File: src/design/npc_pkg.sv
// Shared types and constants for the nearest palette color block.
// No dependencies; imported by every module of the block.
`default_nettype none

package npc_pkg;

  localparam int PALETTE_DEPTH = 64;
  localparam int IDX_W         = $clog2(PALETTE_DEPTH);
  localparam int CHAN_W        = 8;
  localparam int DIST_W        = 10;
  localparam int SIZE_W        = 7;

  typedef struct packed {
    logic [CHAN_W-1:0] red;
    logic [CHAN_W-1:0] green;
    logic [CHAN_W-1:0] blue;
  } rgb_t;

  // control word from the sequencer to the distance unit
  typedef struct packed {
    logic             en;
    logic             first;
    logic             last;
    logic [IDX_W-1:0] idx;
  } cmp_ctl_t;

  typedef enum logic [2:0] {
    S_IDLE   = 3'b001,
    S_SCAN   = 3'b010,
    S_FINISH = 3'b100
  } state_t;

  localparam logic OP_WRITE = 1'b0;
  localparam logic OP_QUERY = 1'b1;

endpackage

`default_nettype wire

File: src/design/npc_palette_mem.sv
// Palette storage: one write port, one read port with registered data.
// Depends on npc_pkg.
`default_nettype none

module npc_palette_mem (
  input  wire logic                     clk,
  input  wire logic                     wr_en,
  input  wire logic [npc_pkg::IDX_W-1:0] wr_addr,
  input  wire npc_pkg::rgb_t            wr_data,
  input  wire logic [npc_pkg::IDX_W-1:0] rd_addr,
  output npc_pkg::rgb_t                 rd_data
);
  import npc_pkg::*;

  rgb_t mem [PALETTE_DEPTH];

  always_ff @(posedge clk) begin
    if (wr_en) begin
      mem[wr_addr] <= wr_data;
    end
  end

  always_ff @(posedge clk) begin
    rd_data <= mem[rd_addr];
  end

endmodule

`default_nettype wire

File: src/design/npc_dist_unit.sv
// Shared distance unit: one Manhattan distance and one compare per cycle,
// keeping the running best index and distance. Depends on npc_pkg.
`default_nettype none

module npc_dist_unit (
  input  wire logic                      clk,
  input  wire npc_pkg::cmp_ctl_t         cmp,
  input  wire npc_pkg::rgb_t             entry,
  input  wire npc_pkg::rgb_t             pixel,
  output logic [npc_pkg::IDX_W-1:0]      best_index,
  output logic [npc_pkg::DIST_W-1:0]     best_distance
);
  import npc_pkg::*;

  logic [CHAN_W-1:0] gap_r, gap_g, gap_b;
  logic [DIST_W-1:0] cur_dist;
  logic              take;

  always_comb begin
    gap_r = (entry.red   > pixel.red)   ? entry.red   - pixel.red   : pixel.red   - entry.red;
    gap_g = (entry.green > pixel.green) ? entry.green - pixel.green : pixel.green - entry.green;
    gap_b = (entry.blue  > pixel.blue)  ? entry.blue  - pixel.blue  : pixel.blue  - entry.blue;
    cur_dist = DIST_W'(gap_r) + DIST_W'(gap_g) + DIST_W'(gap_b);
    // strict compare: lower index wins on a tie
    take  = cmp.first || (cur_dist < best_distance);
  end

  always_ff @(posedge clk) begin
    if (cmp.en && take) begin
      best_index    <= cmp.idx;
      best_distance <= cur_dist;
    end
  end

endmodule

`default_nettype wire

File: src/design/nearest_palette_color.sv
// Nearest palette color: write items load palette entries, query items
// return the closest entry by sum of absolute RGB differences.
// Write: busy stays low. Query: N = clamped palette_size entries, one per
// cycle through the shared distance unit; result_valid pulses with the last
// compare and busy drops the same cycle. Synchronous reset clears control
// and sets palette_size to 1; palette contents are not cleared. The
// receiver cannot stall results.
`default_nettype none

module nearest_palette_color (
  input  wire logic                       clk,
  input  wire logic                       rst,
  input  wire logic                       start,
  output logic                            busy,
  input  wire logic                       operation,
  input  wire logic [npc_pkg::IDX_W-1:0]  entry_index,
  input  wire logic [npc_pkg::CHAN_W-1:0] red_level,
  input  wire logic [npc_pkg::CHAN_W-1:0] green_level,
  input  wire logic [npc_pkg::CHAN_W-1:0] blue_level,
  input  wire logic                       cfg_valid,
  output logic                            cfg_ready,
  input  wire logic [npc_pkg::SIZE_W-1:0] palette_size,
  output logic                            result_valid,
  output logic [npc_pkg::IDX_W-1:0]       best_index,
  output logic [npc_pkg::DIST_W-1:0]      best_distance
);
  import npc_pkg::*;

  state_t             state, state_next;
  logic [SIZE_W-1:0]  size_reg;
  logic [SIZE_W-1:0]  size_eff;
  logic [IDX_W-1:0]   rd_addr;
  logic [IDX_W-1:0]   last_addr;
  logic [IDX_W-1:0]   last_calc;
  rgb_t               pixel;
  rgb_t               in_rgb;
  rgb_t               rd_data;
  cmp_ctl_t           cmp;
  logic               accept;
  logic               wr_en;

  assign in_rgb    = '{red: red_level, green: green_level, blue: blue_level};
  assign busy      = (state != S_IDLE);
  assign cfg_ready = (state == S_IDLE);
  assign accept    = start && !busy;
  assign wr_en     = accept && (operation == OP_WRITE);

  // a size word taken on the same edge as a query applies to that query
  assign size_eff  = (cfg_valid && cfg_ready) ? palette_size : size_reg;

  // size 0 searches entry 0; sizes past the depth saturate
  always_comb begin
    if (size_eff == '0) begin
      last_calc = '0;
    end else if (size_eff > SIZE_W'(PALETTE_DEPTH)) begin
      last_calc = IDX_W'(PALETTE_DEPTH - 1);
    end else begin
      last_calc = IDX_W'(size_eff - SIZE_W'(1));
    end
  end

  always_comb begin
    state_next = state;
    case (state)
      S_IDLE: begin
        if (accept && operation == OP_QUERY) state_next = S_SCAN;
      end
      S_SCAN: begin
        if (rd_addr == last_addr) state_next = S_FINISH;
      end
      S_FINISH: state_next = S_IDLE;
      default:  state_next = S_IDLE;
    endcase
  end

  always_ff @(posedge clk) begin
    if (rst) begin
      state        <= S_IDLE;
      size_reg     <= SIZE_W'(1);
      cmp.en       <= 1'b0;
      result_valid <= 1'b0;
    end else begin
      state        <= state_next;
      if (cfg_valid && cfg_ready) size_reg <= palette_size;
      cmp.en       <= (state == S_SCAN);
      cmp.first    <= (rd_addr == '0);
      cmp.last     <= (rd_addr == last_addr);
      cmp.idx      <= rd_addr;
      result_valid <= cmp.en && cmp.last;
    end
  end

  // datapath registers, no reset
  always_ff @(posedge clk) begin
    if (accept && operation == OP_QUERY) begin
      pixel     <= in_rgb;
      last_addr <= last_calc;
      rd_addr   <= '0;
    end else if (state == S_SCAN) begin
      rd_addr <= rd_addr + IDX_W'(1);
    end
  end

  npc_palette_mem u_mem (
    .clk     (clk),
    .wr_en   (wr_en),
    .wr_addr (entry_index),
    .wr_data (in_rgb),
    .rd_addr (rd_addr),
    .rd_data (rd_data)
  );

  npc_dist_unit u_dist (
    .clk           (clk),
    .cmp           (cmp),
    .entry         (rd_data),
    .pixel         (pixel),
    .best_index    (best_index),
    .best_distance (best_distance)
  );

endmodule

`default_nettype wire

File: config.mk
export PLATFORM = sky130hd
export DESIGN_NAME = nearest_palette_color
export DESIGN_NICKNAME = d
export VERILOG_FILES = /design/src/design/npc_pkg.sv /design/src/design/npc_palette_mem.sv /design/src/design/npc_dist_unit.sv /design/src/design/nearest_palette_color.sv
export SDC_FILE = /design/constraint.sdc
export NUM_CORES = 2
export LEC_CHECK = 0
export ABC_CLOCK_PERIOD_IN_PS = 7900
export BUFFER_PORTS_ARGS = -buffer_cell sky130_fd_sc_hd__buf_2
export CORE_MARGIN = 5
export CORE_UTILIZATION = 63
export DETAILED_ROUTE_END_ITERATION = 10
export PLACE_DENSITY_LB_ADDON = 0.2
export SKIP_CTS_REPAIR_TIMING = 1
export SYNTH_ARGS = -nofsm -noshare
export SYNTH_HDL_FRONTEND = slang
export SYNTH_HIERARCHICAL = 1
export SYNTH_SLANG_ARGS = --single-unit
File: constraint.sdc
create_clock -name clk -period 7.9 [get_ports clk]
set_input_delay 1.58 -clock clk [delete_from_list [all_inputs] [get_ports clk]]
set_output_delay 1.58 -clock clk [all_outputs]
set_load 0.05 [all_outputs]
Yosys cells after proc, flatten, opt, wreduce, memory -nomap -nowiden
Memory sizes are Yosys's and may differ from the RTL's. A register that Yosys moved wholly into a read port is not among the register bits.
Cells that the tools add are included.
{ "classes": {"n_lt_le_gt_ge": 5, "eq_ne": 6, "addsub": 10, "n_reduce_logical": 11, "n_mux": 10, "n_bitwise": 1} }
{ "ops": {"columns": ["operator", "n"], "rows": [
  ["subtractor 8 bit", 6],
  ["> comparator 8 bit", 3],
  ["2-to-1 mux 8 bit", 3],
  ["adder 10 x 8 -> 10 bit", 1],
  ["< comparator 10 bit", 1],
  ["adder 8 x 8 -> 9 bit", 1],
  ["> comparator 7 bit, second input constant", 1],
  ["logical NOT 7 bit", 1],
  ["2-to-1 mux 7 bit", 1],
  ["adder 6 x 1 -> 6 bit, second input constant", 1],
  ["equality test 6 bit", 1],
  ["logical AND 1 bit", 6],
  ["logical NOT 6 bit", 1],
  ["2-to-1 mux 3 bit", 2],
  ["2-to-1 mux 6 bit", 1],
  ["case mux 3 bit (2 select lines)", 1],
  ["subtractor 6 x 1 -> 6 bit, second input constant", 1],
  ["equality test 3 x 1 -> 1 bit, second input constant", 1],
  ["equality test 3 x 2 -> 1 bit, second input constant", 1],
  ["inequality test 3 x 1 -> 1 bit, second input constant", 1],
  ["2-to-1 mux 1 bit", 2],
  ["inequality test 2 x 1 -> 1 bit, second input constant", 1],
  ["inequality test 2 bit, second input constant", 1],
  ["AND reduction 2 bit", 1],
  ["3 further kinds", 3]
]} }
{ "word_totals": {"register_bits": 72, "elab_cells": 58, "in_bits": 42, "mem_bits_rw": 1536, "n_memories": 1} }
{ "mem_list": {"columns": ["memory", "words", "width", "rd", "rd_ports_with_merged_regs", "write_ports", "line", "rtl"], "rows": [
  ["u_mem.mem", 64, 24, 1, 1, 1, "npc_palette_mem.sv:15", "rgb_t mem [PALETTE_DEPTH];"]
]} }

Logic depth before layout (Yosys ltp)
{ "depth": {"word_depth": 7, "depth_mapped": 24, "depth_no_buf": 23} }

Cells and area by module
The synthesis kept the hierarchy.
{ "modules_own_cells": {"columns": ["mod", "area_per_inst_um2", "instances", "cells_per_inst"], "rows": [
  ["npc_palette_mem", 59295.6, 1, 2610],
  ["npc_dist_unit", 3211.8, 1, 367],
  ["nearest_palette_color", 2195.9, 1, 158]
]} }

Worst setup path before layout
No wires, ideal clock.
{ "synth_path": {"path_kind": "flip-flop to flip-flop", "startpoint": "register pixel[17] (netlist name)", "endpoint": "register u_dist/best_distance[0] (netlist bit) (enable)", "slack_ns": 2.360, "setup_time_ns": 0.399, "n_path_buf": 1, "arrival_ns": 5.141, "stages_incl_launch_ff": 21, "period_less_slack_ns": 5.540, "path_cell_list": "edfxtp_1 > inv_1 > fa_1 > nand3_1 > a21oi_1 > o22a_1 > buf_6 > mux2_2 > fa_1 > ha_1 > fa_1 > a21o_1 > a21oi_1 > o21ai_0 > a22oi_1 > ha_1 > a21o_1 > a21o_1 > a21oi_1 > o211ai_1 > a31oi_1"} }
{ "synth_between": {"elab_chain_cells": 7, "word_cells_on_any_way": 9, "classes_between": "add/sub (4); order compare (2); mux (1); reduce/logical (2)"} }
{ "synth_lines": {"columns": ["element", "line", "rtl"], "rows": [
  ["subtractor 8 bit / > comparator 8 bit (equally long branches)", "npc_dist_unit.sv:20", "gap_r = (entry.red > pixel.red) ? entry.red - pixel.red : pixel.red - entry.red;"],
  ["2-to-1 mux 8 bit *", "npc_dist_unit.sv:20", null],
  ["adder 8 x 8 -> 9 bit *", "npc_dist_unit.sv:23", "cur_dist = DIST_W'(gap_r) + DIST_W'(gap_g) + DIST_W'(gap_b);"],
  ["adder 10 x 8 -> 10 bit *", "npc_dist_unit.sv:23", null],
  ["via u_dist.cur_dist[7]", "npc_dist_unit.sv:16", "logic [DIST_W-1:0] cur_dist;"],
  ["< comparator 10 bit *", "npc_dist_unit.sv:25", "take = cmp.first || (cur_dist < best_distance);"],
  ["logical OR 1 bit *", "npc_dist_unit.sv:25", null],
  ["logical AND 1 bit *", "npc_dist_unit.sv:29", "if (cmp.en && take) begin"],
  ["end signal: assignment", "npc_dist_unit.sv:31", "best_distance <= cur_dist;"],
  ["end: declaration", "npc_dist_unit.sv:11", "output logic [npc_pkg::DIST_W-1:0] best_distance"]
]} }
Mark *: on every way through the listed nets, which the timed path passes. The rest lies on a longest branch.
A chain may end at the register's enable or synchronous reset.

Worst setup path in the final report
{ "layout_path": {"startpoint": "register pixel[12] (netlist name)", "endpoint": "register u_dist/best_distance[3] (netlist bit) (enable)"} }
{ "layout_between": {"elab_chain_cells": 7, "word_cells_on_any_way": 9, "classes_between": "add/sub (4); order compare (2); mux (1); reduce/logical (2)"} }
{ "layout_lines": {"columns": ["element", "line", "rtl"], "rows": [
  ["subtractor 8 bit / > comparator 8 bit (equally long branches)", "npc_dist_unit.sv:21", "gap_g = (entry.green > pixel.green) ? entry.green - pixel.green : pixel.green - entry.green;"],
  ["2-to-1 mux 8 bit *", "npc_dist_unit.sv:21", null],
  ["adder 8 x 8 -> 9 bit *", "npc_dist_unit.sv:23", null],
  ["adder 10 x 8 -> 10 bit *", "npc_dist_unit.sv:23", null],
  ["via u_dist.cur_dist[7]", "npc_dist_unit.sv:16", null],
  ["< comparator 10 bit *", "npc_dist_unit.sv:25", null],
  ["logical OR 1 bit *", "npc_dist_unit.sv:25", null],
  ["logical AND 1 bit *", "npc_dist_unit.sv:29", null]
]} }
Marks and branches as above.

==> results_dict.tcl <==
set metrics [dict create \
    largest_reg_flops 1536 \
    register_bank_with_the_most_flops "u_mem/mem" \
    grt_antenna_before_repair 11 \
    drt_pre_antenna_iters 7 \
    number_of_max_slew_violations_in_the_final_report 0 \
    failed_checks "antenna violations" \
    synth_area_per_cell_um2 20.6 \
    clk_transition_reported_paths_ps 60 \
    grt_start_max_net_pins 121 \
    setup.worst_path.class "reg -> reg" \
    yosysUniqueCellTypes 64 \
    finalSetupTns_ps 0 \
    finalSetupViolations 0 \
    arrival_ps 6410 \
    worst_slew_pin_slew_ps 1330 \
    power_density_nw_per_um2 253 \
    r2r.worst_path.cells 20 \
    cp-endpoint "u_dist/best_distance[3]" \
    outcome "finished, violations left" \
    timing.slew.headroom_pct 11.6 \
    top_regs "u_mem/mem: 1536 flops, pixel: 24 flops, u_mem/rd_data: 24 flops" \
    cts_max_level 4 \
    fin_worst_hold_slack_ps 419 \
    cts_tree "done" \
    synth_nets 3256 \
    clock_latency_ps 760 \
    critical_path.endpoint_type "flop" \
    ys_seq_elements 1632 \
    post_route_cells_drive_above_1_share_pct 25.4 \
    postSynth.asyncResetShare_pct 0 \
    port_buffers 60 \
    hpwlAfterDp_mm 85.6 \
    placeable_core_region_um2 102000 \
    ys_dominant_reg_cell "sky130_fd_sc_hd__edfxtp_1" \
    clk_path_buf_depth 3 \
    synth_top_cell_by_area "sky130_fd_sc_hd__edfxtp_1" \
    vias_per_cell 6.80 \
    static-leakage-power_uw 0.0225 \
    max_cap_violations 0 \
    peakVddDrop_v 0.000207 \
    synthesis.area_um2 64700 \
    netlist_top_cells_count "sky130_fd_sc_hd__edfxtp_1, sky130_fd_sc_hd__mux4_2, sky130_fd_sc_hd__mux2i_1" \
    sequential_area_share_after_synthesis_pct 75.1 \
    max_clock_freq_ghz 0.168 \
    crit_fanout 10 \
    post_synth_inst_count 3135 \
    globalRouteTotalUtil_pct 28.4 \
    post-synth-top-count-cell "sky130_fd_sc_hd__edfxtp_1" \
    rr_startpoint "pixel[12]" \
    grt_setup_unrepaired "false" \
    fin_worst_skew_ps 27.4 \
    layout.nets 3392 \
    worst-r2r-setup-slack_ps 1930 \
    final_weighted_congestion_in_routability_driven_placement 0.868 \
    global_route.overflow_total 0 \
    report.power.total_uw 18200 \
    first_iteration_detailed_routing_drc_count 4043 \
    wire_length_of_the_first_global_routing_pass_mm 221 \
    numCtsBuffers 157 \
    worst_setup_path_start_kind "flop" \
    drt_wl_total_mm 152 \
    root_buffer "sky130_fd_sc_hd__clkbuf_16" \
    worst-endpoint-required_ps 8340 \
    floorplan.die.height_um 330 \
    routed_wire_length_per_instance_um 31.9 \
    vias 32400 \
    main_area_contributors_after_synthesis "sky130_fd_sc_hd__edfxtp_1, sky130_fd_sc_hd__mux4_2, sky130_fd_sc_hd__mux2i_1" \
    final_period_minus_worst_setup_slack_ps 5970 \
    clock_sink_count 1632 \
    die_footprint_um2 109000 \
    hold_path.class "reg -> reg" \
    ant_nets 1 \
    fp.dieW_um 330 \
    post-route-period-util_pct 75.6 \
    area_growth_pct 11.4 \
    ioPinCount 61 \
    synthesis_warning_total 6 \
    critical_path_start "pixel[12]" \
    synth_enable_flop_cells 1590 \
    rr_endpoint "u_dist/best_distance[3]" \
    detail_route.drc_violations 0 \
    initial_core_util_pct 63.5 \
    vias_in_the_first_global_route 32100 \
    synthDominantCellAreaShare_pct 73.8 \
    report.final.hold_viol_count 0 \
    num_rows 117 \
]
-- kinds of logic after synthesis --
kind of cell    share of synthesized area, %
mux                                     15.2
xor+xnor                               0.487
buf+inv                                 1.93
fa+ha+maj                               1.70
flops                                   75.1
compound gates                          3.35
simple gates                            2.20
-- worst max-delay path, stage by stage, from the launching register on --
cell and delay, ps:
sky130_fd_sc_hd__edfxtp_1 370, sky130_fd_sc_hd__inv_1 60, sky130_fd_sc_hd__ha_1 460, sky130_fd_sc_hd__nand4_1 140
sky130_fd_sc_hd__a21oi_1 140, sky130_fd_sc_hd__o22a_1 400, sky130_fd_sc_hd__mux2_2 420, sky130_fd_sc_hd__fa_1 480
sky130_fd_sc_hd__ha_1 240, sky130_fd_sc_hd__fa_1 420, sky130_fd_sc_hd__a21o_1 180, sky130_fd_sc_hd__a21oi_1 250
sky130_fd_sc_hd__o21ai_0 150, sky130_fd_sc_hd__a22oi_1 250, sky130_fd_sc_hd__ha_1 290, sky130_fd_sc_hd__a21o_1 170
sky130_fd_sc_hd__a21o_1 170, sky130_fd_sc_hd__a21oi_1 150, sky130_fd_sc_hd__o211ai_1 100, sky130_fd_sc_hd__a31oi_1 520
sky130_fd_sc_hd__buf_4 310
-- how the worst min path moves through the flow --
| stage | depth (start not counted) | slack, ps | startpoint | endpoint |
|---|---|---|---|---|
| 6_report | 0 | 420 | cmp[1] | u_dist/best_index[1] |
| 5_1_grt | 0 | 430 | cmp[1] | u_dist/best_index[1] |
| 4_1_cts | 0 | 420 | cmp[1] | u_dist/best_index[1] |
| 3_5_place_dp | 0 | 400 | cmp[1] | u_dist/best_index[1] |
| 3_3_place_gp | 0 | 400 | cmp[1] | u_dist/best_index[1] |
| 2_1_floorplan | 0 | 400 | cmp[0] | u_dist/best_index[0] |
-- cell usage in the layout, fill, tap and decap left out, drive strengths merged, types with 30 or more instances in the layout --
cell type,Yosys,routed
a21oi,56,56
a221oi,52,52
a22oi,30,30
buf,115,138
clkbuf,46,190
clkinv,1,58
dfxtp,42,42
edfxtp,1590,1590
ha,64,64
inv,83,89
mux2,56,56
mux2i,122,122
mux4,355,355
nand2,56,56
nor2,110,110
o21ai,41,41
o22ai,54,54
-- report_power, final --
group,switching (uW),internal [uW]
Combinational,627,386
Sequential,18.2,9550
Clock,3090,4580
-- cell type report --
| cell class | instances | area, um2 |
|---|---|---|
| flip-flops and latches | 1632 | 48600 |
| fillers | 5977 | 29800 |
| multi-input cells | 1258 | 15200 |
| clock buffers | 190 | 4140 |
| well taps | 1368 | 1710 |
| clock inverters | 92 | 1130 |
| repair buffers | 138 | 948 |
| inverters | 84 | 315 |
| diodes | 7 | 17.5 |
-- routing by layer --
| layer | track usage (%) | vias to the layer above | wire length [um] |
|---|---|---|---|
| met3 | 7.39 | 288 | 17400 |
| met5 | 0 | - | 15 |
| met4 | 9.13 | 4 | 5070 |
| met1 | 42.1 | 16900 | 59100 |
| met2 | 42.7 | 1962 | 70700 |
| li1 | - | 13200 | - |
-- metrics by stage --
stage | area (um2) | util (%) | worst slack, ps | std cells
floorplan | 64700 | - | 2360 | 3135
global placement | 66800 | 65.5 | 2080 | 4480
global route | 72000 | 70.7 | 1560 | 4763
CTS | 72000 | 70.7 | 1960 | 4762
finish | 72100 | 70.7 | 1930 | 4769
detailed placement | 66800 | 65.5 | 1990 | 4480
(Power assumes the default switching activity.)
